`src/design/vcc_pkg.sv`:
```
// ----------------------------------------------------------------------------
// vcc_pkg : shared types and constants for the velocity constraint cost
// Field widths, configuration record, register indexes and state encodings.
// ----------------------------------------------------------------------------
package vcc_pkg;

  localparam int VEL_W   = 16;
  localparam int PEN_W   = 18;
  localparam int TERM_W  = 26;
  localparam int SUM_W   = 40;
  localparam int COST_W  = 48;
  localparam int CFG_W   = 16;
  localparam int IDX_W   = 3;

  localparam int MAX_POWER_DEF   = 4;
  localparam int QUEUE_DEPTH_DEF = 2;

  localparam logic [SUM_W-1:0]  SUM_MAX  = {SUM_W{1'b1}};
  localparam logic [COST_W-1:0] COST_MAX = {COST_W{1'b1}};
  localparam logic [COST_W-1:0] ONE_Q16  = COST_W'(65536);

  typedef enum logic [IDX_W-1:0] {
    REG_ENABLE    = 3'd0,
    REG_ACKERMANN = 3'd1,
    REG_MIN_TURN  = 3'd2,
    REG_MAX_SPEED = 3'd3,
    REG_MIN_SPEED = 3'd4,
    REG_STEP_TIME = 3'd5,
    REG_WEIGHT    = 3'd6,
    REG_POWER     = 3'd7
  } reg_idx_t;

  typedef struct packed {
    logic        enable;
    logic        ackermann_mode;
    logic [15:0] min_turn_radius;
    logic [15:0] max_speed;
    logic [15:0] min_speed;
    logic [15:0] step_time;
    logic [15:0] weight;
    logic [2:0]  power;
  } cfg_t;

  typedef struct packed {
    logic [TERM_W-1:0] term;
    logic              last;
  } step_t;

  typedef enum logic [2:0] {
    F_IDLE, F_SQ, F_SUMSQ, F_ITER, F_PEN, F_TERM
  } front_state_t;

  typedef enum logic [2:0] {
    B_IDLE, B_WEIGHT, B_MUL, B_OUT
  } back_state_t;

endpackage

```
`src/design/vcc_out_if.sv`:
```
// ----------------------------------------------------------------------------
// vcc_out_if : trajectory cost channel
// Valid/ready channel carrying one cost result per trajectory.
// ----------------------------------------------------------------------------
interface vcc_out_if import vcc_pkg::*; ();
  logic              valid;
  logic              ready;
  logic [COST_W-1:0] cost;
  logic              saturated;

  modport source (output valid, cost, saturated, input ready);
  modport sink   (input valid, cost, saturated, output ready);
endinterface

```
`src/design/vcc_back.sv`:
```
// ----------------------------------------------------------------------------
// vcc_back : accumulator and cost back end
// Saturating penalty sum, weighting and power by a 48x16 multiply sequence.
// ----------------------------------------------------------------------------
module vcc_back import vcc_pkg::*; #(
  parameter int MAX_POWER = MAX_POWER_DEF
) (
  input  logic   clk,
  input  logic   rst,
  input  cfg_t   cfg,
  input  logic   pop_valid,
  output logic   pop_ready,
  input  step_t  pop_data,
  vcc_out_if.source out_ch
);

  localparam int PCW = $clog2(MAX_POWER + 1);

  back_state_t state, state_next;

  logic [SUM_W-1:0]  sum;
  logic              sat_seen;
  logic [COST_W-1:0] xw, cost_r;
  logic              sat_r;
  logic [95:0]       acc;
  logic [1:0]        chunk;
  logic [PCW-1:0]    pcnt, p_eff;

  logic [SUM_W:0]    sum_add;
  logic [55:0]       wprod;
  logic [63:0]       part;
  logic [95:0]       acc_next;

  always_comb begin
    p_eff    = (int'(cfg.power) > MAX_POWER) ? PCW'(MAX_POWER) : PCW'(cfg.power);
    sum_add  = {1'b0, sum} + (SUM_W + 1)'(pop_data.term);
    wprod    = sum * cfg.weight;
    part     = cost_r * xw[{chunk, 4'b0000} +: 16];
    acc_next = acc + ({32'd0, part} << {chunk, 4'b0000});
  end

  always_comb begin
    state_next = state;
    case (state)
      B_IDLE:
        if (pop_valid && pop_data.last) state_next = cfg.enable ? B_WEIGHT : B_OUT;
      B_WEIGHT: state_next = (p_eff == '0) ? B_OUT : B_MUL;
      B_MUL:    if (chunk == 2'd2 && pcnt == PCW'(1)) state_next = B_OUT;
      B_OUT:    if (out_ch.ready) state_next = B_IDLE;
      default:  state_next = B_IDLE;
    endcase
  end

  always_comb begin
    pop_ready        = (state == B_IDLE);
    out_ch.valid     = (state == B_OUT);
    out_ch.cost      = cost_r;
    out_ch.saturated = sat_r;
  end

  always_ff @(posedge clk) begin
    if (rst) state <= B_IDLE;
    else     state <= state_next;
  end

  always_ff @(posedge clk) begin
    if (rst) begin
      sum      <= '0;
      sat_seen <= 1'b0;
    end else if (state == B_OUT) begin
      sum      <= '0;
      sat_seen <= 1'b0;
    end else if (state == B_IDLE && pop_valid) begin
      if (sum_add > {1'b0, SUM_MAX}) begin
        sum      <= SUM_MAX;
        sat_seen <= 1'b1;
      end else begin
        sum <= sum_add[SUM_W-1:0];
      end
    end
  end

  always_ff @(posedge clk) begin
    case (state)
      B_IDLE: begin
        cost_r <= '0;
        sat_r  <= 1'b0;
      end
      B_WEIGHT: begin
        xw     <= wprod[55:8];
        cost_r <= cfg.enable ? ONE_Q16 : '0;
        sat_r  <= sat_seen;
        pcnt   <= p_eff;
        chunk  <= '0;
        acc    <= '0;
      end
      B_MUL: begin
        if (chunk == 2'd2) begin
          chunk <= '0;
          acc   <= '0;
          pcnt  <= pcnt - PCW'(1);
          if (acc_next[95:64] != '0) begin
            cost_r <= COST_MAX;
            sat_r  <= 1'b1;
          end else begin
            cost_r <= acc_next[63:16];
          end
        end else begin
          chunk <= chunk + 2'd1;
          acc   <= acc_next;
        end
      end
      default: ;
    endcase
  end

endmodule

```
`src/flat_wrapper.sv`:
```
// flat-port wrapper written by rule: the top's interface ports become plain ports
module vcc_back_flat import vcc_pkg::*;
#(
  parameter int MAX_POWER = MAX_POWER_DEF
)
  (clk, rst, cfg, pop_valid, pop_ready, pop_data, out_ch_valid, out_ch_cost, out_ch_saturated, out_ch_ready);
  vcc_out_if out_ch_i ();
  input  logic clk;
  input  logic rst;
  input  cfg_t cfg;
  input  logic pop_valid;
  output logic pop_ready;
  input  step_t pop_data;
  output wire logic [$bits(out_ch_i.valid)-1:0] out_ch_valid;
  output wire logic [$bits(out_ch_i.cost)-1:0] out_ch_cost;
  output wire logic [$bits(out_ch_i.saturated)-1:0] out_ch_saturated;
  input wire logic [$bits(out_ch_i.ready)-1:0] out_ch_ready;
  assign out_ch_valid = out_ch_i.valid;
  assign out_ch_cost = out_ch_i.cost;
  assign out_ch_saturated = out_ch_i.saturated;
  assign out_ch_i.ready = out_ch_ready;
  vcc_back #(.MAX_POWER(MAX_POWER)) u_core (.clk(clk), .rst(rst), .cfg(cfg), .pop_valid(pop_valid), .pop_ready(pop_ready), .pop_data(pop_data), .out_ch(out_ch_i));
endmodule
```
`config.mk`:
```
export PLATFORM = sky130hd
export DESIGN_NAME = vcc_back_flat
export DESIGN_NICKNAME = d
export VERILOG_FILES = /design/src/design/vcc_pkg.sv /design/src/design/vcc_out_if.sv /design/src/design/vcc_back.sv /design/src/flat_wrapper.sv
export SDC_FILE = /design/constraint.sdc
export NUM_CORES = 2
export LEC_CHECK = 0
export BUFFER_PORTS_ARGS = -buffer_cell sky130_fd_sc_hd__buf_2
export CORE_AREA = 2 2 322 643
export CTS_BUF_LIST = sky130_fd_sc_hd__clkbuf_8
export DETAILED_ROUTE_END_ITERATION = 12
export DIE_AREA = 0 0 324 645
export SLEW_MARGIN = 20
export SYNTH_ARGS = -nofsm -noshare
export SYNTH_HDL_FRONTEND = slang
export SYNTH_SLANG_ARGS = --single-unit
export TNS_END_PERCENT = 100
```
`constraint.sdc`:
```
create_clock -name clk -period 20.5 [get_ports clk]
set_input_delay 5.125 -clock clk [delete_from_list [all_inputs] [get_ports clk]]
set_output_delay 5.125 -clock clk [all_outputs]
set_load 0.005 [all_outputs]
```
==> flow_summary.json <==
{
  "run_status": "finished clean",
  "grt_max_degree": 55,
  "first_pass_iters": 6,
  "postPlaceCellArea_mm2": 0.0643,
  "vias_per_cell": 5.18,
  "timing.final.crit_period_ps": 16490,
  "mostFrequentLayoutCell": "sky130_fd_sc_hd__nand2_1",
  "final_layout_size_suffix_gt1_share_pct": 5.00,
  "postLayoutCellArea_mm2": 0.0653,
  "timing.critical_path.to_type": "register",
  "synth-main-ff-cell": "sky130_fd_sc_hd__edfxtp_1",
  "syn_area_mm2": 0.0609,
  "fmax_ghz": 0.0606,
  "drt_drc_violations_left": 0,
  "dieArea_mm2": 0.209,
  "clock_sinks": 241,
  "grt_first_pass_wirelength_um": 332000,
  "postCtsHoldBufs": 0,
  "die_height_um": 645,
  "final.setup.tns_ps": 0,
  "areaGrowthSynthToFinish_pct": 7.35,
  "slew_headroom_pct": 17.6,
  "route.final.wire_length_um": 218000,
  "slowest_stage_delay_on_critical_path_ps": 910,
  "sequential_area_mm2": 0.00681,
  "final_util_pct": 32.0,
  "yosys_register_bits": 241,
  "postSynthNetCount": 8762,
  "grt_setup_unrepaired": "no",
  "io_buffer_count": 101,
  "holdCritPathClass": "reg -> reg",
  "final_cycle_share_pct": 80.4,
  "initial_antenna_violation_count": 5,
  "drt.antenna.violating_nets": 0,
  "syn-mean-instance-area_um2": 8.59,
  "crit_slowest_cell": "sky130_fd_sc_hd__mux2i_1",
  "cts_repair_resizes": 0,
  "drt-wirelength-per-cell_um": 22.5,
  "globalRouteTotalUtil_pct": 21.2,
  "hold_violations": 0,
  "slew_viol_final": 0,
  "worst_slew_pin_slew_ps": 1200,
  "clk_path_buf_depth": 3,
  "cp-start-kind": "register",
  "most-common-layout-cells": "1262 x sky130_fd_sc_hd__nand2_1, 1237 x sky130_fd_sc_hd__inv_1, 1173 x sky130_fd_sc_hd__fa_1",
  "report.final.setup_viol": 0,
  "horiz_die_dim_um": 324,
  "unique_cell_type_count_in_the_yosys_netlist": 88,
  "multi_input_area_mm2": 0.0482,
  "skew_ps": 65.7,
  "synth-warning-count": 0,
  "synth-seq-area-share_pct": 11.2,
  "htree_levels": 2,
  "dpl.hpwl_um": 172000,
  "worst-endpoint-arrival_ps": 16840,
  "gpl.final_weighted_congestion": 1.02,
  "synth_edf_count": 198,
  "cts.reportedPaths.clkPinSlew_ps": 90,
  "cts_inserted_buffers": 41,
  "core-area_mm2": 0.204,
  "cts_setup_buffers": 0,
  "grt.overflow.total": 0,
  "tritoncts": "done",
  "cts-root-buf": "sky130_fd_sc_hd__clkbuf_8",
  "layout.nets": 8623,
  "num_rows": 235,
  "cap_viol_max_count": 0,
  "postSynthCellCount": 7084,
  "critical_path_peak_fanout": 48,
  "crit_top_cell": "sky130_fd_sc_hd__fa_1",
  "worst_skew_pair.late_latency_ps": 720,
  "cp_data_required_time_ps": 20850,
  "initial_core_utilization_pct": 29.8,
  "initialDrtViolationCount": 2851,
  "class_of_the_most_critical_setup_path": "reg -> reg",
  "asyncSetResetFlopFracSynth_pct": 0,
  "routed-via-count": 50300,
  "io_pins": 167,
  "filler_cell_count": 21500,
  "number_of_global_route_vias_before_repair": 56500
}
per-layer routing:
| metal | global-route usage (%) | vias up | share of wire, % |
|---|---|---|---|
| li1 | - | 21800 | - |
| met4 | 18.3 | 6 | 10 |
| met5 | 0 | - | 0.018 |
| met1 | 19.6 | 25600 | 31 |
| met3 | 2.61 | 903 | 4.6 |
| met2 | 40.1 | 1872 | 54 |
path summary, 6_finish.rpt:
path / endpoint / start / slack [ps] / cells past startpoint
setup / recovery: u_core.out_ch.cost[28]$_DFFE_PP_ / u_core.chunk[1]$_SDFFCE_PN0N_ / 4010 / 43
hold reg to reg: u_core.sat_seen$_SDFFE_PP0P_ / u_core.sat_seen$_SDFFE_PP0P_ / 520 / 2
setup reg to reg: u_core.out_ch.cost[28]$_DFFE_PP_ / u_core.chunk[1]$_SDFFCE_PN0N_ / 4010 / 43
hold / removal: u_core.sat_seen$_SDFFE_PP0P_ / u_core.sat_seen$_SDFFE_PP0P_ / 520 / 2
worst max-delay path, delay by kind of cell, from the launching register on:
kind / cells / cell delay (ps)
buf+inv: 8 / 1880
flops: 1 / 350
mux: 2 / 1120
simple gates: 14 / 4940
compound gates: 9 / 3270
fa+ha+maj: 8 / 4000
xor+xnor: 2 / 520
registers in the layout, summed over array words and instances, names as in the netlist:
signal / count
u_core.chunk: 2
u_core.xw: 48
u_core.acc: 96
u_core.sat_seen: 1
u_core.sum: 40
u_core.state: 2
u_core.pcnt: 3
u_core.out_ch.saturated: 1
u_core.out_ch.cost: 48
cell families after synthesis:
family / count (synthesis) / synth area share [%]
DFF: 241 / 11.2
adders and majority gates: 1562 / 46.6
muxes: 63 / 1.07
xor gates and xnor gates: 203 / 2.92
AOI/OAI and AO/OA: 954 / 9.72
and+or+nand+nor: 2439 / 18.5
buffers and inverters: 1622 / 10.1
layout make-up:
| type | count | share of cell area [%] |
|---|---|---|
| Tap cell | 2725 | 5.22 |
| Inverter | 1236 | 7.10 |
| Antenna cell | 4 | 0.0153 |
| Sequential cell | 241 | 10.4 |
| Clock inverter | 34 | 0.682 |
| Timing Repair Buffer | 204 | 1.96 |
| Multi-Input combinational cell | 5221 | 73.8 |
| Clock buffer | 41 | 0.864 |
cell usage after synthesis (all sizes together), types with 6 or more instances:
cell / count / area share (%)
o21ai: 214 / 1.8
a21o: 92 / 1.1
o21bai: 47 / 0.58
o31a: 8 / 0.12
ha: 389 / 8.0
a211o: 8 / 0.12
xnor2: 128 / 1.8
fa: 1173 / 39
a21oi: 345 / 2.8
nand4: 77 / 0.79
o211ai: 19 / 0.23
nand3: 58 / 0.48
a21boi: 13 / 0.16
o21a: 35 / 0.43
buf: 28 / 0.23
nor3: 96 / 0.80
a31oi: 37 / 0.38
a211oi: 17 / 0.22
nand2b: 35 / 0.36
xor2: 75 / 1.1
clkbuf: 358 / 2.2
o31ai: 16 / 0.21
edfxtp: 198 / 9.8
nor4: 25 / 0.27
nor2b: 29 / 0.30
or2: 10 / 0.10
dfxtp: 43 / 1.4
mux2: 16 / 0.30
o22ai: 11 / 0.11
and3: 29 / 0.30
nor2: 295 / 1.8
inv: 1236 / 7.6
mux2i: 47 / 0.77
or3: 15 / 0.15
nand2: 1262 / 7.8
a221oi: 8 / 0.13
a41oi: 6 / 0.086
a31o: 6 / 0.086
and4: 12 / 0.17
a22o: 7 / 0.10
and2: 477 / 4.9
metrics by stage:
stage | setup slack, ps | hold WS (ps) | std cells
after global placement | 4820 | 504 | 9627
after detailed placement | 4740 | 514 | 9627
after floorplan | 8630 | 437 | 7084
after global routing | 3810 | 557 | 9704
final | 4010 | 517 | 9706
after CTS | 4720 | 530 | 9702
Power is left out: the tool's default activity adds up to more than one toggle a clock period on the data nets, which glitch-free logic cannot reach.
