--- src/design/vcc_pkg.sv ---
// ----------------------------------------------------------------------------
// vcc_pkg : shared types and constants for the velocity constraint cost
// Field widths, configuration record, register indexes and state encodings.
// ----------------------------------------------------------------------------
package vcc_pkg;

  localparam int VEL_W   = 16;
  localparam int PEN_W   = 18;
  localparam int TERM_W  = 26;
  localparam int SUM_W   = 40;
  localparam int COST_W  = 48;
  localparam int CFG_W   = 16;
  localparam int IDX_W   = 3;

  localparam int MAX_POWER_DEF   = 4;
  localparam int QUEUE_DEPTH_DEF = 2;

  localparam logic [SUM_W-1:0]  SUM_MAX  = {SUM_W{1'b1}};
  localparam logic [COST_W-1:0] COST_MAX = {COST_W{1'b1}};
  localparam logic [COST_W-1:0] ONE_Q16  = COST_W'(65536);

  typedef enum logic [IDX_W-1:0] {
    REG_ENABLE    = 3'd0,
    REG_ACKERMANN = 3'd1,
    REG_MIN_TURN  = 3'd2,
    REG_MAX_SPEED = 3'd3,
    REG_MIN_SPEED = 3'd4,
    REG_STEP_TIME = 3'd5,
    REG_WEIGHT    = 3'd6,
    REG_POWER     = 3'd7
  } reg_idx_t;

  typedef struct packed {
    logic        enable;
    logic        ackermann_mode;
    logic [15:0] min_turn_radius;
    logic [15:0] max_speed;
    logic [15:0] min_speed;
    logic [15:0] step_time;
    logic [15:0] weight;
    logic [2:0]  power;
  } cfg_t;

  typedef struct packed {
    logic [TERM_W-1:0] term;
    logic              last;
  } step_t;

  typedef enum logic [2:0] {
    F_IDLE, F_SQ, F_SUMSQ, F_ITER, F_PEN, F_TERM
  } front_state_t;

  typedef enum logic [2:0] {
    B_IDLE, B_WEIGHT, B_MUL, B_OUT
  } back_state_t;

endpackage

--- src/design/vcc_in_if.sv ---
// ----------------------------------------------------------------------------
// vcc_in_if : trajectory step channel
// Valid/ready channel carrying one time step of a sampled trajectory.
// ----------------------------------------------------------------------------
interface vcc_in_if import vcc_pkg::*; ();
  logic             valid;
  logic             ready;
  logic [VEL_W-1:0] vel_x;
  logic [VEL_W-1:0] vel_y;
  logic [VEL_W-1:0] yaw_rate;
  logic             last;

  modport source (output valid, vel_x, vel_y, yaw_rate, last, input ready);
  modport sink   (input valid, vel_x, vel_y, yaw_rate, last, output ready);
endinterface

--- src/design/vcc_front.sv ---
// ----------------------------------------------------------------------------
// vcc_front : per-step penalty front end
// Iterative square root and divider, penalty forming and step time scaling.
// ----------------------------------------------------------------------------
module vcc_front import vcc_pkg::*; (
  input  logic        clk,
  input  logic        rst,
  input  cfg_t        cfg,
  vcc_in_if.sink      in_ch,
  output logic        push_valid,
  input  logic        push_ready,
  output step_t       push_data
);

  front_state_t state, state_next;

  logic [15:0]       ax, ay, aw;
  logic              vx_pos, last_q;
  logic [31:0]       sq_x, sq_y;
  logic [31:0]       rem, res, bitm;
  logic [23:0]       quo;
  logic [15:0]       drem;
  logic [4:0]        cnt;
  logic [PEN_W-1:0]  pen;

  logic [31:0]       trial;
  logic [16:0]       dtrial;
  logic signed [17:0] speed, d_hi, d_lo;
  logic [PEN_W-1:0]  pen_next;
  logic [33:0]       tprod;

  always_comb begin
    state_next = state;
    case (state)
      F_IDLE:  if (in_ch.valid) state_next = F_SQ;
      F_SQ:    state_next = F_SUMSQ;
      F_SUMSQ: state_next = F_ITER;
      F_ITER:  if (cnt == 5'd23) state_next = F_PEN;
      F_PEN:   state_next = F_TERM;
      F_TERM:  if (push_ready) state_next = F_IDLE;
      default: state_next = F_IDLE;
    endcase
  end

  always_comb begin
    in_ch.ready = (state == F_IDLE);
    push_valid  = (state == F_TERM);
  end

  always_ff @(posedge clk) begin
    if (rst) state <= F_IDLE;
    else     state <= state_next;
  end

  // one root step and one quotient bit per cycle
  always_comb begin
    trial  = res + bitm;
    dtrial = {drem, quo[23]};
  end

  always_comb begin
    speed = vx_pos ? $signed({2'b00, res[15:0]}) : -$signed({2'b00, res[15:0]});
    d_hi  = speed - $signed({{2{cfg.max_speed[15]}}, cfg.max_speed});
    d_lo  = $signed({{2{cfg.min_speed[15]}}, cfg.min_speed}) - speed;
    pen_next = '0;
    if (!d_hi[17] && d_hi != 18'sd0) pen_next = pen_next + PEN_W'(d_hi);
    if (!d_lo[17] && d_lo != 18'sd0) pen_next = pen_next + PEN_W'(d_lo);
    if (cfg.ackermann_mode && aw != 16'd0 && {8'd0, cfg.min_turn_radius} > quo)
      pen_next = pen_next + PEN_W'(cfg.min_turn_radius - quo[15:0]);
    tprod = pen * cfg.step_time;
    push_data.term = cfg.enable ? tprod[33:8] : '0;
    push_data.last = last_q;
  end

  always_ff @(posedge clk) begin
    case (state)
      F_IDLE: begin
        ax     <= in_ch.vel_x[15] ? 16'(-in_ch.vel_x) : in_ch.vel_x;
        ay     <= in_ch.vel_y[15] ? 16'(-in_ch.vel_y) : in_ch.vel_y;
        aw     <= in_ch.yaw_rate[15] ? 16'(-in_ch.yaw_rate) : in_ch.yaw_rate;
        vx_pos <= !in_ch.vel_x[15] && in_ch.vel_x != '0;
        last_q <= in_ch.last;
      end
      F_SQ: begin
        sq_x <= ax * ax;
        sq_y <= ay * ay;
      end
      F_SUMSQ: begin
        rem  <= sq_x + sq_y;
        res  <= '0;
        bitm <= 32'h4000_0000;
        quo  <= {ax, 8'd0};
        drem <= '0;
        cnt  <= '0;
      end
      F_ITER: begin
        cnt <= cnt + 5'd1;
        if (cnt < 5'd16) begin
          bitm <= bitm >> 2;
          if (rem >= trial) begin
            rem <= rem - trial;
            res <= (res >> 1) + bitm;
          end else begin
            res <= res >> 1;
          end
        end
        if (dtrial >= {1'b0, aw}) begin
          drem <= 16'(dtrial - {1'b0, aw});
          quo  <= {quo[22:0], 1'b1};
        end else begin
          drem <= dtrial[15:0];
          quo  <= {quo[22:0], 1'b0};
        end
      end
      F_PEN: pen <= pen_next;
      default: ;
    endcase
  end

endmodule

--- src/flat_wrapper.sv ---
// flat-port wrapper written by rule: the top's interface ports become plain ports
module vcc_front_flat import vcc_pkg::*;
  (clk, rst, cfg, push_valid, push_ready, push_data, in_ch_valid, in_ch_vel_x, in_ch_vel_y, in_ch_yaw_rate, in_ch_last, in_ch_ready);
  vcc_in_if in_ch_i ();
  input  logic clk;
  input  logic rst;
  input  cfg_t cfg;
  output logic push_valid;
  input  logic push_ready;
  output step_t push_data;
  input wire logic [$bits(in_ch_i.valid)-1:0] in_ch_valid;
  input wire logic [$bits(in_ch_i.vel_x)-1:0] in_ch_vel_x;
  input wire logic [$bits(in_ch_i.vel_y)-1:0] in_ch_vel_y;
  input wire logic [$bits(in_ch_i.yaw_rate)-1:0] in_ch_yaw_rate;
  input wire logic [$bits(in_ch_i.last)-1:0] in_ch_last;
  output wire logic [$bits(in_ch_i.ready)-1:0] in_ch_ready;
  assign in_ch_i.valid = in_ch_valid;
  assign in_ch_i.vel_x = in_ch_vel_x;
  assign in_ch_i.vel_y = in_ch_vel_y;
  assign in_ch_i.yaw_rate = in_ch_yaw_rate;
  assign in_ch_i.last = in_ch_last;
  assign in_ch_ready = in_ch_i.ready;
  vcc_front u_core (.clk(clk), .rst(rst), .cfg(cfg), .in_ch(in_ch_i), .push_valid(push_valid), .push_ready(push_ready), .push_data(push_data));
endmodule
--- config.mk ---
export PLATFORM = sky130hd
export DESIGN_NAME = vcc_front_flat
export DESIGN_NICKNAME = d
export VERILOG_FILES = /design/src/design/vcc_pkg.sv /design/src/design/vcc_in_if.sv /design/src/design/vcc_front.sv /design/src/flat_wrapper.sv
export SDC_FILE = /design/constraint.sdc
export NUM_CORES = 2
export LEC_CHECK = 0
export ABC_AREA = 1
export BUFFER_PORTS_ARGS = -buffer_cell sky130_fd_sc_hd__buf_2
export CORE_MARGIN = 4
export CORE_UTILIZATION = 55
export CTS_CLUSTER_SIZE = 12
export DETAILED_ROUTE_END_ITERATION = 8
export HOLD_SLACK_MARGIN = 0.05
export PLACE_DENSITY = 0.72
export SLEW_MARGIN = 25
export SYNTH_ARGS = -nofsm -noshare
export SYNTH_HDL_FRONTEND = slang
export SYNTH_SLANG_ARGS = --single-unit
--- constraint.sdc ---
create_clock -name clk -period 11.9 [get_ports clk]
set_input_delay 2.38 -clock clk [delete_from_list [all_inputs] [get_ports clk]]
set_output_delay 2.38 -clock clk [all_outputs]
set_load 0.05 [all_outputs]
==> impl_metrics.env <==
export IMPL_maxCapViolCount=0
export IMPL_yosysUniqueCellTypes=54
export IMPL_cts_tree="done"
export IMPL_drt_total_wl_um=116800
export IMPL_min_path_type="reg -> reg"
export IMPL_antenna_found_initial=6
export IMPL_dp_hpwl_um=96780
export IMPL_cts_buffers=31
export IMPL_grt_pass1_vias=39480
export IMPL_dieWidth_um=301.0
export IMPL_final_period_utilization_pct=88.27
export IMPL_cts_resized_gates=0
export IMPL_area_delta_synth_final_pct=5.434
export IMPL_grt_max_degree=78
export IMPL_overflow=0
export IMPL_ys_ff_latch=258
export IMPL_cts_root_buf="clkbuf_16"
export IMPL_num_rows=107
export IMPL_clock_sinks=258
export IMPL_final_max_slew_viol_count=0
export IMPL_drive_above_1_share_pct=4.039
export IMPL_max_slew_margin_rel_pct=40.06
export IMPL_endpoint_kind="output port"
export IMPL_cts_max_level=1
export IMPL_first_pass_iters=5
export IMPL_yosys_area_top_type_share_pct=23.57
export IMPL_cts_buffer_depth=3
export IMPL_postCtsSetupBuffers=0
export IMPL_synth_top_flop_cell="edfxtp_1"
export IMPL_routabilityCongestion=0.9438
export IMPL_insertion_delay_ns=0.60
export IMPL_arrival_ns=8.12
export IMPL_start_kind="primary input"
export IMPL_netlist_top_cell_by_area="fa_1"
export IMPL_drtAntennaViolNets=0
export IMPL_viasPerCell=5.289
export IMPL_vias=39450
export IMPL_grt_pass1_wl_um=194300
export IMPL_portBuffers=147
export IMPL_drt_iter0_markers=2691
export IMPL_die_h_um=301.0
export IMPL_yosysWarnings=0
export IMPL_synth_most_common_cell="inv_1"
export IMPL_fmax_ghz=0.09520
export IMPL_path_class="in -> out"
export IMPL_synth_edf_count=255
export IMPL_cp_data_required_time_ns=9.52
export IMPL_clk_pin_slew_ns=0.05
export IMPL_syn_avg_cell_area_um2=7.524
export IMPL_crit_fanout=18
export IMPL_rsz0062_at_grt="no"
export IMPL_wire_per_inst_um=15.66
export IMPL_io_pins=167
export IMPL_fin_skew_ns=0.01652
export IMPL_finalSetupViolCount=0
export IMPL_syn_area_um2=47220
export IMPL_core_area_um2=85150
export IMPL_start_util_pct=55.46
export IMPL_ctsHoldBuffers=0
export IMPL_async_flop_share_pct=0
export IMPL_fin_crit_ns=10.50
export IMPL_tns_ns=0
export IMPL_synthTopCellsByArea="fa_1, edfxtp_1, ha_1"
export IMPL_nets=7489
export IMPL_outcome="complete, no violations"
export IMPL_ys_seq_area_share_pct=16.34
export IMPL_ys_top_cells_by_count="inv_1, nand2_1, fa_1, ha_1, nor2_1"
export IMPL_worst_pin_slew_ns=0.8991
export IMPL_regToRegSetupSlack_ns=3.65
export IMPL_die_area_um2=90610
export IMPL_syn_num_nets=7473
export IMPL_grt_usage_pct=26.12
export IMPL_syn_inst=6276
export IMPL_drc_errors=0
export IMPL_finalHoldViolCount=0
worst max-delay path, cell delays in order:
cell and delay [ns]:
buf_2 0.36, nand2_1 0.15, fa_1 0.55, inv_1 0.06, fa_1 0.53, inv_1 0.05, fa_1 0.50, inv_1 0.05
fa_1 0.55, inv_1 0.05, fa_1 0.47, inv_1 0.05, fa_1 0.43, ha_1 0.38, nand2_1 0.12, nor2_1 0.15
inv_1 0.07, o21ai_0 0.37, a21oi_1 0.12, o21bai_1 0.18, o21ai_0 0.10, a21oi_1 0.16, buf_2 0.28
through the flow:
step	util, %	worst slack, ns	cells	area (um^2)	hold WS (ns)
finish	58.47	1.396	7459	49790	0.5553
global route	58.47	1.084	7457	49780	0.6064
CTS	58.47	1.484	7457	49780	0.5567
detailed placement	57.35	1.490	7403	48830	0.5421
global placement	57.35	1.536	7403	48830	0.5467
floorplan	-	1.428	6276	47220	0.4244
layer usage:
layer	vias to the layer above	wire, um	GRT usage (%)	part of all wire [%]
li1	19430	-	-	-
met1	18830	53210	36.84	46
met2	1026	53570	43.17	46
met3	162	7079	3.237	6.1
met4	4	2920	6.256	2.5
met5	-	27	0	0.023
sequential cells by signal, indices dropped and copies added (netlist names):
register	cells
u_core.ax	16
u_core.state	3
u_core.rem	32
u_core.res	32
u_core.sq_x	31
u_core.vx_pos	1
u_core.quo	24
u_core.bitm	16
u_core.pen	18
u_core.ay	16
u_core.cnt	5
u_core.aw	16
u_core.sq_y	31
u_core.drem	16
u_core.last_q	1
worst paths after layout:
path | depth (start not counted) | to | start
max | 23 | push_data[15] | cfg[21]
min | 2 | u_core.quo[19]$_DFFE_PP_ | u_core.quo[18]$_DFFE_PP_
max reg2reg | 47 | u_core.pen[17]$_DFFE_PP_ | u_core.res[0]$_SDFFCE_PN0P_
min reg2reg | 2 | u_core.quo[19]$_DFFE_PP_ | u_core.quo[18]$_DFFE_PP_
logic make-up (layout without fill, tap and decap cells):
| family | count (synthesis) | after routing | synth area share, % |
|---|---|---|---|
| other cells | 0 | 2 | 0 |
| xor+xnor | 254 | 254 | 4.790 |
| flops | 258 | 258 | 16.34 |
| mux | 1 | 1 | 0.02384 |
| simple gates | 2252 | 2252 | 19.39 |
| buf+inv | 1665 | 1702 | 13.31 |
| compound gates | 787 | 787 | 9.244 |
| fa+ha+maj | 1059 | 1059 | 36.90 |
final cells by class:
type                    instances  area, um^2
clock inverters                19       161.4
diodes                          2       5.005
repair buffers                160       833.3
inverters                    1488        5587
fillers                      8063       35360
multi-input cells            4353       33260
clock buffers                  35       790.8
well taps                    1144        1431
flip-flops and latches        258        7717
layout by cell type, fill, tap and decap left out, drive strengths merged, types with 2 or more instances in the layout:
master / instances
a211oi: 7
a21boi: 12
a21o: 27
a21oi: 360
a221oi: 9
a31o: 2
a31oi: 22
and2: 19
buf: 160
bufinv: 2
clkbuf: 35
clkinv: 14
clkinvlp: 2
dfxtp: 3
diode: 2
edfxtp: 255
fa: 556
ha: 503
inv: 1489
nand2: 1437
nand3: 228
nand3b: 14
nand4: 36
nor2: 422
nor3: 63
nor4: 22
o2111ai: 2
o211ai: 11
o21a: 17
o21ai: 260
o21bai: 31
o221ai: 5
o22ai: 4
o311ai: 2
o31ai: 14
or2: 10
xnor2: 111
xor2: 143
Power is not shown: default switching activity piles up to over one toggle a cycle in this logic, so the estimate is an artifact.
