<file path="config.mk">
export PLATFORM = sky130hd
export DESIGN_NAME = vcc_queue
export DESIGN_NICKNAME = d
export VERILOG_FILES = /design/src/design/vcc_pkg.sv /design/src/design/vcc_queue.sv
export SDC_FILE = /design/constraint.sdc
export NUM_CORES = 1
export LEC_CHECK = 0
export BUFFER_PORTS_ARGS = -buffer_cell sky130_fd_sc_hd__buf_2
export CAP_MARGIN = 10
export CORE_ASPECT_RATIO = 1.2
export CORE_MARGIN = 5
export CORE_UTILIZATION = 48
export CTS_BUF_LIST = sky130_fd_sc_hd__clkbuf_4
export CTS_CLUSTER_DIAMETER = 80
export DETAILED_ROUTE_END_ITERATION = 10
export GPL_TIMING_DRIVEN = 0
export HOLD_SLACK_MARGIN = 0.08
export PLACE_DENSITY = 0.79
export SYNTH_ARGS = -nofsm -noshare
export SYNTH_HDL_FRONTEND = slang
export SYNTH_SLANG_ARGS = --single-unit
</file>
<file path="constraint.sdc">
create_clock -name clk -period 1.52 [get_ports clk]
set_input_delay 0.076 -clock clk [delete_from_list [all_inputs] [get_ports clk]]
set_output_delay 0.076 -clock clk [all_outputs]
set_load 0.02 [all_outputs]
</file>
<file path="src/design/vcc_pkg.sv">
// ----------------------------------------------------------------------------
// vcc_pkg : shared types and constants for the velocity constraint cost
// Field widths, configuration record, register indexes and state encodings.
// ----------------------------------------------------------------------------
package vcc_pkg;

  localparam int VEL_W   = 16;
  localparam int PEN_W   = 18;
  localparam int TERM_W  = 26;
  localparam int SUM_W   = 40;
  localparam int COST_W  = 48;
  localparam int CFG_W   = 16;
  localparam int IDX_W   = 3;

  localparam int MAX_POWER_DEF   = 4;
  localparam int QUEUE_DEPTH_DEF = 2;

  localparam logic [SUM_W-1:0]  SUM_MAX  = {SUM_W{1'b1}};
  localparam logic [COST_W-1:0] COST_MAX = {COST_W{1'b1}};
  localparam logic [COST_W-1:0] ONE_Q16  = COST_W'(65536);

  typedef enum logic [IDX_W-1:0] {
    REG_ENABLE    = 3'd0,
    REG_ACKERMANN = 3'd1,
    REG_MIN_TURN  = 3'd2,
    REG_MAX_SPEED = 3'd3,
    REG_MIN_SPEED = 3'd4,
    REG_STEP_TIME = 3'd5,
    REG_WEIGHT    = 3'd6,
    REG_POWER     = 3'd7
  } reg_idx_t;

  typedef struct packed {
    logic        enable;
    logic        ackermann_mode;
    logic [15:0] min_turn_radius;
    logic [15:0] max_speed;
    logic [15:0] min_speed;
    logic [15:0] step_time;
    logic [15:0] weight;
    logic [2:0]  power;
  } cfg_t;

  typedef struct packed {
    logic [TERM_W-1:0] term;
    logic              last;
  } step_t;

  typedef enum logic [2:0] {
    F_IDLE, F_SQ, F_SUMSQ, F_ITER, F_PEN, F_TERM
  } front_state_t;

  typedef enum logic [2:0] {
    B_IDLE, B_WEIGHT, B_MUL, B_OUT
  } back_state_t;

endpackage

</file>
<file path="src/design/vcc_queue.sv">
// ----------------------------------------------------------------------------
// vcc_queue : step term queue
// Small FIFO between the penalty front end and the accumulator.
// ----------------------------------------------------------------------------
module vcc_queue import vcc_pkg::*; #(
  parameter int DEPTH = QUEUE_DEPTH_DEF
) (
  input  logic  clk,
  input  logic  rst,
  input  logic  push_valid,
  output logic  push_ready,
  input  step_t push_data,
  output logic  pop_valid,
  input  logic  pop_ready,
  output step_t pop_data
);

  localparam int PW = (DEPTH > 1) ? $clog2(DEPTH) : 1;
  localparam int CW = $clog2(DEPTH + 1);

  step_t         mem [DEPTH];
  logic [PW-1:0] wr_ptr, rd_ptr;
  logic [CW-1:0] count;
  logic          do_push, do_pop;

  always_comb begin
    push_ready = (count != CW'(DEPTH));
    pop_valid  = (count != '0);
    pop_data   = mem[rd_ptr];
    do_push    = push_valid && push_ready;
    do_pop     = pop_valid && pop_ready;
  end

  always_ff @(posedge clk) begin
    if (do_push) mem[wr_ptr] <= push_data;
  end

  always_ff @(posedge clk) begin
    if (rst) begin
      wr_ptr <= '0;
      rd_ptr <= '0;
      count  <= '0;
    end else begin
      if (do_push) wr_ptr <= (wr_ptr == PW'(DEPTH - 1)) ? '0 : wr_ptr + PW'(1);
      if (do_pop)  rd_ptr <= (rd_ptr == PW'(DEPTH - 1)) ? '0 : rd_ptr + PW'(1);
      if (do_push && !do_pop)      count <= count + CW'(1);
      else if (do_pop && !do_push) count <= count - CW'(1);
    end
  end

endmodule

</file>
==> metrics, run 1 <==
clock share of power 0.193; endpoint class of the critical path flop; register area share after synthesis 0.794; GRT overflow 0; fin crit period about 1500 ps; P_leak about 1.4 nW; starting density of the core 0.501; Syn Inst Count between 100 and 150; vias in the first global route around 1500; combinational family with the most area after synthesis multiplexers; most frequent cells in the layout edfxtp_1, buf_2, dlygate4sd3_1, mux2_4, buf_6; switching share of power 0.306; failing checks negative setup slack; Setup WS post-layout -10.7 ps; largest area contributor in the synthesized netlist edfxtp_1; crit path cell chain nand2b_4 > buf_4 > nand3b_1 > clkinvlp_4 > buf_12; run status finished with violations; Reg clk slew, reported paths about 90 ps; Clock Tree Buf Depth 2; Core Rows 26; Yosys reg bits between 50 and 60; slew margin rel. 0.748; fin nets 250; Compound-Gate Fraction of Synth Area 0.0138; DP Area 2550 sq um; RSZ-0062 raised after global routing yes; crit path launch type flop; Horiz. Die Dim between 70 and 80 um; initial antenna violation count 0; core area 4330 sq um; CTS Buf Count 9; Worst Path Class, Setup reg -> reg; root buffer cell clkbuf_4; max frequency 653 MHz; Final Slew Violations 0; Worst-Margin Slew approximately 380 ps; maximum level of the CTS H-tree 3; Yosys cell types 18; Comb pwr share 0.422; clock sinks 59; port bufs 59; Setup Skew 9.90 ps; I/O Pins 60; first-pass GRT wire length between 7000 and 8000 um; die area slightly below 6000 sq um; mux share of post-synthesis cell area 0.140; Tightest Hold Check Type in -> reg; Die H 83.6 um; Max-cap violations 0; Sequential Power Share 0.385; crit-path max FO 14; warnings from Yosys 0; Final Hold Vio Count 0; crit path DAT roughly 1700 ps; fraction of layout cells with a size suffix above 1 0.578; Final Util 0.802; XOR/XNOR Fraction of Synth Area 0.0121; Final Cycle Share 1.01; post-synth net total between 100 and 150; diode count 0; RePlAce Congestion between 0.6 and 0.7; DR vias ~1300; area share of the largest cell type after synthesis 0.748; GRT Overall Usage 0.161; Syn Area/Cell about 20 sq um; most common cell after layout, fill and taps aside edfxtp_1; largest net degree at the start of global routing 28; Mapped Area ~2200 sq um; TritonCTS clock tree done; power per cell area 1610 nW/um^2; design area about 3500 sq um; Internal between 0.003 and 0.004 W; Via density between 4 and 5; Area Growth Syn to Fin 60.0%; clk_lat worst skew 380 ps; Worst VDD drop approximately 0.0011 V; synthesized-area fraction occupied by adder cells 0.00577; TritonRoute pass-1 iters 6; slowest cell on the critical path dfxtp_4; dpl hpwl ~2600 um; slowest cell delay on critical path between 300 and 400 ps; WL final around 5000 um; post-DR wirelength/cell 17.8 um; Setup Viol. Count Final 14; DRT antenna net count 0; Post-Synth Simple-Gate Area 0.0231; DRC violation count after routing 0; initial DRC count 36; ranking of synthesized cells by area edfxtp_1, mux2_2, dfxtp_1; worst path required time 1660 ps; Net Switching 0.00171 W
==> critical path, delay by kind of cell (launching register included) <==
family / cells / cell delay [ps]
flip-flops: 1 / 370
buffers and inverters: 3 / 510
AND/OR/NAND/NOR: 2 / 420
==> synth_stat cells <==
cell type	instances
a21bo_2	1
a21oi_1	2
and2_1	1
and3_1	1
buf_2	1
buf_4	2
dfxtp_1	5
edfxtp_1	54
ha_1	1
inv_1	1
mux2_2	27
nand2b_1	1
nand3b_1	1
nor2_1	3
o21ai_0	2
or2_2	1
or3_1	1
xor2_1	3
==> cell families (layout without fill, tap and decap cells) <==
logic type,count (synthesis),count (layout)
multiplexers,27,27
XOR/XNOR,3,3
buffers and inverters,4,119
adder cells (fa/ha/maj),1,1
AND/OR/NAND/NOR,9,9
AO/OA/AOI/OAI,5,5
flip-flops,59,59
==> power groups by stage <==
stage,registers (W),clock network [W],logic (W)
floorplan,0.00212,0,0.000967
global placement,0.00213,0,0.00132
detailed placement,0.00215,0,0.00137
CTS,0.00213,0.00111,0.00191
global route,0.00217,0.00119,0.00247
finish,0.00215,0.00108,0.00236
==> through the flow <==
| step | hold slack, ps | TNS [ps] | power [W] | cells | setup WS, ps |
|---|---|---|---|---|---|
| floorplan | 145 | 0 | 0.00309 | 108 | 1.31 |
| global placement | 263 | -2560 | 0.00345 | 223 | -79.5 |
| detailed placement | 267 | -7510 | 0.00352 | 223 | -194 |
| CTS | 163 | -934 | 0.00515 | 274 | -83.2 |
| global route | 104 | -1380 | 0.00584 | 279 | -48.1 |
| finish | 90.9 | -78.1 | 0.00559 | 279 | -10.7 |
==> timing repair <==
item / 4_1_cts / 5_1_grt
setup endpoints to repair: 82 / 27
cloned: 2 / 1
hold endpoints to repair: 59 / 0
gates resized for setup: 52 / 51
buffers inserted: 4 / 4
pin swaps: 0 / 3
hold buffers: 29 / 0
==> layout make-up <==
| class | count | area, sq um |
|---|---|---|
| sequential | 59 | 1730 |
| timing repair buffer | 98 | 892 |
| fill | 228 | 858 |
| multi-input combinational | 45 | 574 |
| clock buffer | 10 | 75.1 |
| tap | 56 | 70.1 |
| clock inverter | 6 | 66.3 |
| buffer | 3 | 45.0 |
| inverter | 1 | 7.51 |
| timing repair inverter | 1 | 7.51 |
==> path summary, 6_finish.rpt <==
| check | from | end | slack, ps | cells past startpoint |
|---|---|---|---|---|
| setup reg to reg | count[0] | mem[0][5] | -10 | 5 |
| setup / recovery | count[0] | mem[0][5] | -10 | 5 |
| hold reg to reg | rd_ptr | rd_ptr | 520 | 2 |
| hold / removal | pop_ready | rd_ptr | 90 | 4 |
==> metal layers <==
| layer | vias to the layer above | track usage | share of wire |
|---|---|---|---|
| met4 | 0 | 0.0821 | 0.0091 |
| met5 | - | 0 | 0 |
| met1 | 658 | 0.163 | 0.34 |
| met3 | 5 | 0.0337 | 0.044 |
| li1 | 642 | - | - |
| met2 | 39 | 0.300 | 0.60 |
==> sequential cells by signal, indices dropped and copies added (netlist names), named ones only <==
| register | cells |
|---|---|
| wr_ptr | 1 |
| mem | 54 |
| rd_ptr | 1 |
| count | 2 |
Note: power is estimated with default switching activity, not from simulation.
==> run 2, diff against run 1 <==
--- a/config.mk
+++ b/config.mk
@@ -6,8 +6,7 @@
 export NUM_CORES = 1
 export LEC_CHECK = 0
 export BUFFER_PORTS_ARGS = -buffer_cell sky130_fd_sc_hd__buf_2
-export CAP_MARGIN = 10
-export CORE_ASPECT_RATIO = 1.2
+export CORE_ASPECT_RATIO = 1.4
 export CORE_MARGIN = 5
 export CORE_UTILIZATION = 48
 export CTS_BUF_LIST = sky130_fd_sc_hd__clkbuf_4
==> run 2 against run 1 <==
Against the previous run: the flow still finishes with violations (negative setup slack); global-route usage down 0.11 points; first-iteration DRC count increased by 14%; sequential cell count stayed put; non-clock buffer count rose by 1; core utilization is 1.6 points lower; combinational power down 2%; critical path depth is 1 lower; cell count is 2.5% higher; setup slack worse by 2.0 ps; total power grew 3.5%; highest routed layer unchanged; sequential power hardly changed.
==> metrics, run 2 (same netlist as run 1, synthesis figures left out) <==
GRT Overall Usage 0.160 (-0.00105); slowest cell delay on critical path 340 ps (-30 ps); run status finished with violations; DP Area 2550 sq um (+0.29%); most frequent cells in the layout edfxtp_1, buf_2, dlygate4sd3_1, buf_6, mux2_4; fin crit period 1530 ps (+2.01 ps); vias in the first global route 1454 (-3.8%); endpoint class of the critical path output port; first-pass GRT wire length 6660 um (-6.9%); WL final 4660 um (-5.9%); crit path cell chain buf_8 > clkbuf_16 > mux2_4 > buf_6; TritonRoute pass-1 iters 4 (-2); crit path DAT 1460 ps (-210 ps); Comb pwr share 0.400 (-0.022); RePlAce Congestion 0.611 (-11%); switching share of power 0.281 (-0.0252); core area 4460 sq um (+3.2%); initial antenna violation count 0 (unchanged); fraction of layout cells with a size suffix above 1 0.567 (-0.0115); slowest cell on the critical path dfxtp_2; Worst-Margin Slew 379 ps (+1.34 ps); power per cell area 1650 nW/um^2 (+2.3%); Setup Skew 4.32 ps (-5.58 ps); Worst Path Class, Setup reg -> out; P_leak 1.40 nW (+2.0%); Final Hold Vio Count 0 (unchanged); CTS Buf Count 9 (unchanged); DRC violation count after routing 0 (unchanged); root buffer cell clkbuf_4; fin nets 251 (+0.40%); GRT overflow 0 (unchanged); TritonCTS clock tree done; port bufs 59 (unchanged); Horiz. Die Dim 66.8 um (-6.4%); failing checks negative setup slack; diode count 0 (unchanged); Net Switching 0.00163 W (-5.0%); Final Util 0.786 (-0.0155); crit path launch type flop; clock sinks 59 (unchanged); Tightest Hold Check Type in -> reg; most common cell after layout, fill and taps aside edfxtp_1; crit-path leading delay family buffers and inverters; Critical path buffers and inverters 3 (unchanged); clk_lat worst skew 380 ps (about the same); Final Slew Violations 0 (unchanged); clock share of power 0.230 (+0.037); Reg with most FFs mem; Internal 0.00416 W (+7.3%); slew margin rel. 0.747 (-0.000895); Setup Viol. Count Final 4 (-10); Max-cap violations 0 (unchanged); DR vias 1328 (-1.2%); Area Growth Syn to Fin 61.8%; dpl hpwl 2600 um (+0.28%); placed cell count 229 (+2.7%); starting density of the core 0.486 (-0.0153); Via density 4.64 (-3.6%); flip-flop count of the largest register after layout 54 (unchanged); worst path required time 1440 ps (-220 ps); maximum level of the CTS H-tree 3 (unchanged); Finished Layout Cells 286 (+2.5%); Largest regs mem: 54 flops, count: 2 flops; Worst VDD drop 0.00143 V (+36%); initial DRC count 41 (+14%); max frequency 652 MHz (-0.13%); largest net degree at the start of global routing 28 (unchanged); Core Rows 29 (+12%); Reg clk slew, reported paths 90 ps (about the same); post-DR wirelength/cell 16.3 um (-8.2%); Die H 89.5 um (+7.1%); I/O Pins 60 (unchanged); crit-path max FO 7 (-7); Final Cycle Share 1.01 (+0.00132); DRT antenna net count 0 (unchanged); RSZ-0062 raised after global routing yes; design area 3510 sq um (+1.2%); Sequential Power Share 0.370 (-0.015); Setup WS post-layout -12.7 ps (-2.01 ps); die area 5980 sq um (+0.23%); Clock Tree Buf Depth 2 (unchanged)
[run 2: timing repair]
| action | CTS | global route |
|---|---|---|
| hold buffers | 29 | 1 |
| setup buffers | 7 | 1 |
| endpoints found under the hold margin | 59 | 1 |
| gates cloned | 2 | 1 |
| resized for setup | 41 | 63 |
| pin swaps | 1 | 3 |
| setup endpoints to repair | 82 | 28 |
[run 2: path summary, 6_finish.rpt]
check	slack (ps)	start	cells past startpoint	to
setup reg to reg	40	count[0]	6	count[1]
hold reg to reg	540	rd_ptr	2	flop
hold / removal	410	push_data[24]	2	mem[0][24]
setup / recovery	-10	flop	4	pop_data[20]
[run 2: power by group through the flow]
stage	Sequential [W]	Combinational, W	Clock, W
6_report	0.00214	0.00231	0.00133
5_1_grt	0.00216	0.00244	0.00145
4_1_cts	0.00213	0.00186	0.00137
3_5_place_dp	0.00215	0.00136	0
3_3_place_gp	0.00213	0.00132	0
2_1_floorplan	0.00212	0.000967	0
[run 2: per-stage QoR]
stage	setup WS (ps)	power [W]	hold WS (ps)	TNS, ps
2_1_floorplan	1.31	0.00309	145	0
3_3_place_gp	-73.5	0.00345	263	-2320
3_5_place_dp	-188	0.00352	268	-7640
4_1_cts	-71.9	0.00535	144	-1140
5_1_grt	-75.9	0.00605	381	-1490
6_report	-12.7	0.00579	414	-24.6
[run 2: per-layer routing]
| layer | track usage | up-vias | share of wire |
|---|---|---|---|
| met3 | 0.0604 | 4 | 0.055 |
| met2 | 0.300 | 44 | 0.58 |
| met5 | 0 | - | 0 |
| met1 | 0.149 | 635 | 0.36 |
| met4 | 0.0776 | 0 | 0.0067 |
| li1 | - | 645 | - |
[run 2: worst register-to-register path: cells and delay by family, from the launching register on]
kind | cells | cell delay [ps]
AO/OA/AOI/OAI | 1 | 110
XOR/XNOR | 1 | 150
adder cells (fa/ha/maj) | 1 | 150
flip-flops | 1 | 360
AND/OR/NAND/NOR | 3 | 650
[run 2: layout make-up]
class,instances,area (sq um)
clock inverter,7,106
tap,62,77.6
clock buffer,9,67.6
fill,254,955
sequential,59,1730
timing repair inverter,1,7.51
buffer,3,45.0
multi-input combinational,45,572
inverter,1,7.51
timing repair buffer,99,897
==> run 3, diff against run 2 <==
--- a/config.mk
+++ b/config.mk
@@ -8,13 +8,13 @@
 export BUFFER_PORTS_ARGS = -buffer_cell sky130_fd_sc_hd__buf_2
 export CORE_ASPECT_RATIO = 1.4
 export CORE_MARGIN = 5
-export CORE_UTILIZATION = 48
+export CORE_UTILIZATION = 53
 export CTS_BUF_LIST = sky130_fd_sc_hd__clkbuf_4
 export CTS_CLUSTER_DIAMETER = 80
 export DETAILED_ROUTE_END_ITERATION = 10
 export GPL_TIMING_DRIVEN = 0
 export HOLD_SLACK_MARGIN = 0.08
-export PLACE_DENSITY = 0.79
+export PLACE_DENSITY = 0.83
 export SYNTH_ARGS = -nofsm -noshare
 export SYNTH_HDL_FRONTEND = slang
 export SYNTH_SLANG_ARGS = --single-unit
==> constraint.sdc (replaced) <==
create_clock -name clk -period 1.7 [get_ports clk]
set_input_delay 0.085 -clock clk [delete_from_list [all_inputs] [get_ports clk]]
set_output_delay 0.085 -clock clk [all_outputs]
set_load 0.02 [all_outputs]
==> run 3 against run 2 <==
Against the previous run: the flow now finishes without violations; sequential share of layout area up 8.1 points; hold slack worse by 240 ps; sequential power down 12%; via count down 0.98%; core utilization down 2.6 points; combinational power down 43%; non-clock buffer count down 11; clock skew up 2.1 ps; clock power down 20%; global-route usage up 2.0 points; first-iteration DRC count down 63%; critical path depth up 1; largest cell class unchanged.
==> metrics, run 3 (same netlist as run 1, synthesis figures left out) <==
run status completed; power per cell area 1430 nW/um^2 (-13%); post-DR wirelength/cell 16.7 um (+2.8%); DRC violation count after routing 0 (unchanged); flip-flop count of the largest register after layout 54 (unchanged); Final Util 0.760 (-0.0260); maximum level of the CTS H-tree 3 (unchanged); slowest cell delay on critical path 370 ps (+30 ps); RePlAce Congestion 0.691 (+13%); multi-input combinational cell area 432 sq um (-25%); most common cell after layout, fill and taps aside buf_2; met3 routed WL 251 um (-2.3%); clock sinks 59 (unchanged); clk_lat worst skew 370 ps (about the same); sequential cell area 1720 sq um (-0.36%); P_leak 1.16 nW (-17%); Horiz. Die Dim 64.1 um (-4.1%); Die H 85.7 um (-4.3%); I/O Pins 60 (unchanged); Worst-Margin Slew 630 ps (+251 ps); fraction of layout cells with a size suffix above 1 0.521 (-0.0458); endpoint class of the critical path flop; CTS Buf Count 9 (unchanged); top layer in use met4; GRT overflow 0 (unchanged); Tightest Hold Check Type in -> reg; starting density of the core 0.549 (+0.0627); Worst VDD drop 0.00109 V (-24%); worst path required time 2010 ps (+570 ps); Max-cap violations 0 (unchanged); fin crit period 1610 ps; DRT antenna net count 0 (unchanged); Sequential Power Share 0.441 (+0.071); crit path launch type flop; dpl hpwl 2590 um (-0.32%); port bufs 59 (unchanged); core area 3950 sq um (-11%); Comb pwr share 0.309 (-0.091); Setup Skew 6.37 ps (+2.05 ps); Internal 0.00300 W (-28%); most frequent cells in the layout buf_2, edfxtp_1, dlygate4sd3_1, mux2_2, clkbuf_4; first-pass GRT wire length 7270 um (+9.2%); Worst Path Class, Setup reg -> reg; max frequency roughly 620 MHz; initial DRC count 15 (-63%); Post-Place Worst Slack -68.5 ps (+120 ps); Via density 5.14 (+11%); FILL cells 254 (unchanged); Largest regs mem: 54 flops, count: 2 flops; crit path cell chain nand2b_4 > and2_1 > ha_1 > or3_1 > a21oi_1; met2 WL 2470 um (-8.6%); TritonCTS clock tree done; Reg with most FFs mem; crit path DAT 1920 ps (+460 ps); Final Slew Violations 0 (unchanged); fin nets 240 (-4.4%); Core Rows 27 (-6.9%); reg2reg start count[0]; Reg clk slew, reported paths 90 ps (about the same); GRT Overall Usage 0.180 (+0.0200); largest net degree at the start of global routing 28 (unchanged); vias in the first global route 1563 (+7.5%); R2R depth 5 (-1); RSZ-0062 raised after global routing no; Clock Tree Buf Depth 2 (unchanged); Area Growth Syn to Fin 38.5%; Final Total Pwr 0.00429 W (-26%); TritonRoute pass-1 iters 4 (unchanged); Crit. Startpoint count[0]; reg2reg end count[1]; switching share of power 0.300 (+0.0194); clock share of power 0.250 (+0.020); slowest cell on the critical path dfxtp_1; Worst setup endpoint count[1]; Net Switching 0.00129 W (-21%); die area 5490 sq um (-8.2%); initial antenna violation count 0 (unchanged); root buffer cell clkbuf_4; Setup WS post-layout 87.5 ps (+100 ps); Final Cycle Share 0.949; Final Hold Vio Count 0 (unchanged); DR vias 1315 (-0.98%); internal reg-to-reg setup slack 90 ps (+50 ps); diode count 0 (unchanged); WL final 4290 um (-8.0%); crit-path max FO 5 (-2); met1 WL 1440 um (-14%); slew margin rel. 0.580 (-0.167); Setup Viol. Count Final 0 (-4)
run 3: cell count changes in the layout (fill, tap and decap cells not counted), sizes merged:
cell,change
bufinv,-1
buf,-9
dlygate4sd3,-1
run 3: repair_timing:
action / in CTS / in global routing
cloned: 1 / 0
hold buffers: 29 / 0
gates resized for setup: 4 / 6
setup buffers: 0 / 0
endpoints found under the setup margin: 47 / 69
hold endpoints to repair: 59 / 0
run 3: area by class of cell:
type | count | share of cell area
plain buffers | 3 | 0.0137
repair inverters | 1 | 0.00250
repair buffers | 88 | 0.195
flip-flops and latches | 59 | 0.573
inverters | 1 | 0.00250
clock buffers | 10 | 0.0250
well taps | 43 | 0.0179
clock inverters | 6 | 0.0267
multi-input cells | 45 | 0.144
run 3: metrics by stage:
step / cell area [sq um] / instances / hold slack [ps] / setup TNS, ps
floorplan: 2170 / 108 / 154 / 0
global placement: 2520 / 210 / 272 / 0
detailed placement: 2520 / 210 / 277 / -1820
CTS: 2990 / 256 / 126 / 0
global route: 3000 / 256 / 172 / 0
finish: 3000 / 256 / 171 / 0
run 3: power groups by stage:
stage	logic (W)	clock network [W]	registers (W)
after floorplan	0.000853	0	0.00189
after global placement	0.00117	0	0.00190
after detailed placement	0.00121	0	0.00192
after CTS	0.00130	0.00110	0.00188
after global routing	0.00143	0.00118	0.00191
final	0.00132	0.00107	0.00189
run 3: how the worst min path moves through the flow:
stage	from	to	slack (ps)	depth (start not counted)
finish	pop_ready	flop	170	4
global route	pop_ready	flop	170	4
CTS	pop_ready	flop	130	4
detailed placement	push_data[2]	mem[0][2]	280	1
global placement	push_data[23]	mem[0][23]	270	1
floorplan	rst	count[1]	150	1
run 3: worst max-delay path: cells and delay by family, from the launching register on:
family / cells / cell delay, ps
AOI/OAI and AO/OA: 1 / 150
DFF: 1 / 370
and+or+nand+nor: 3 / 700
adders and majority gates: 1 / 330
run 3: layer usage:
| metal | up-vias | track usage |
|---|---|---|
| met5 | - | 0 |
| met4 | 0 | 0.106 |
| li1 | 619 | - |
| met1 | 635 | 0.175 |
| met2 | 49 | 0.322 |
| met3 | 12 | 0.0590 |
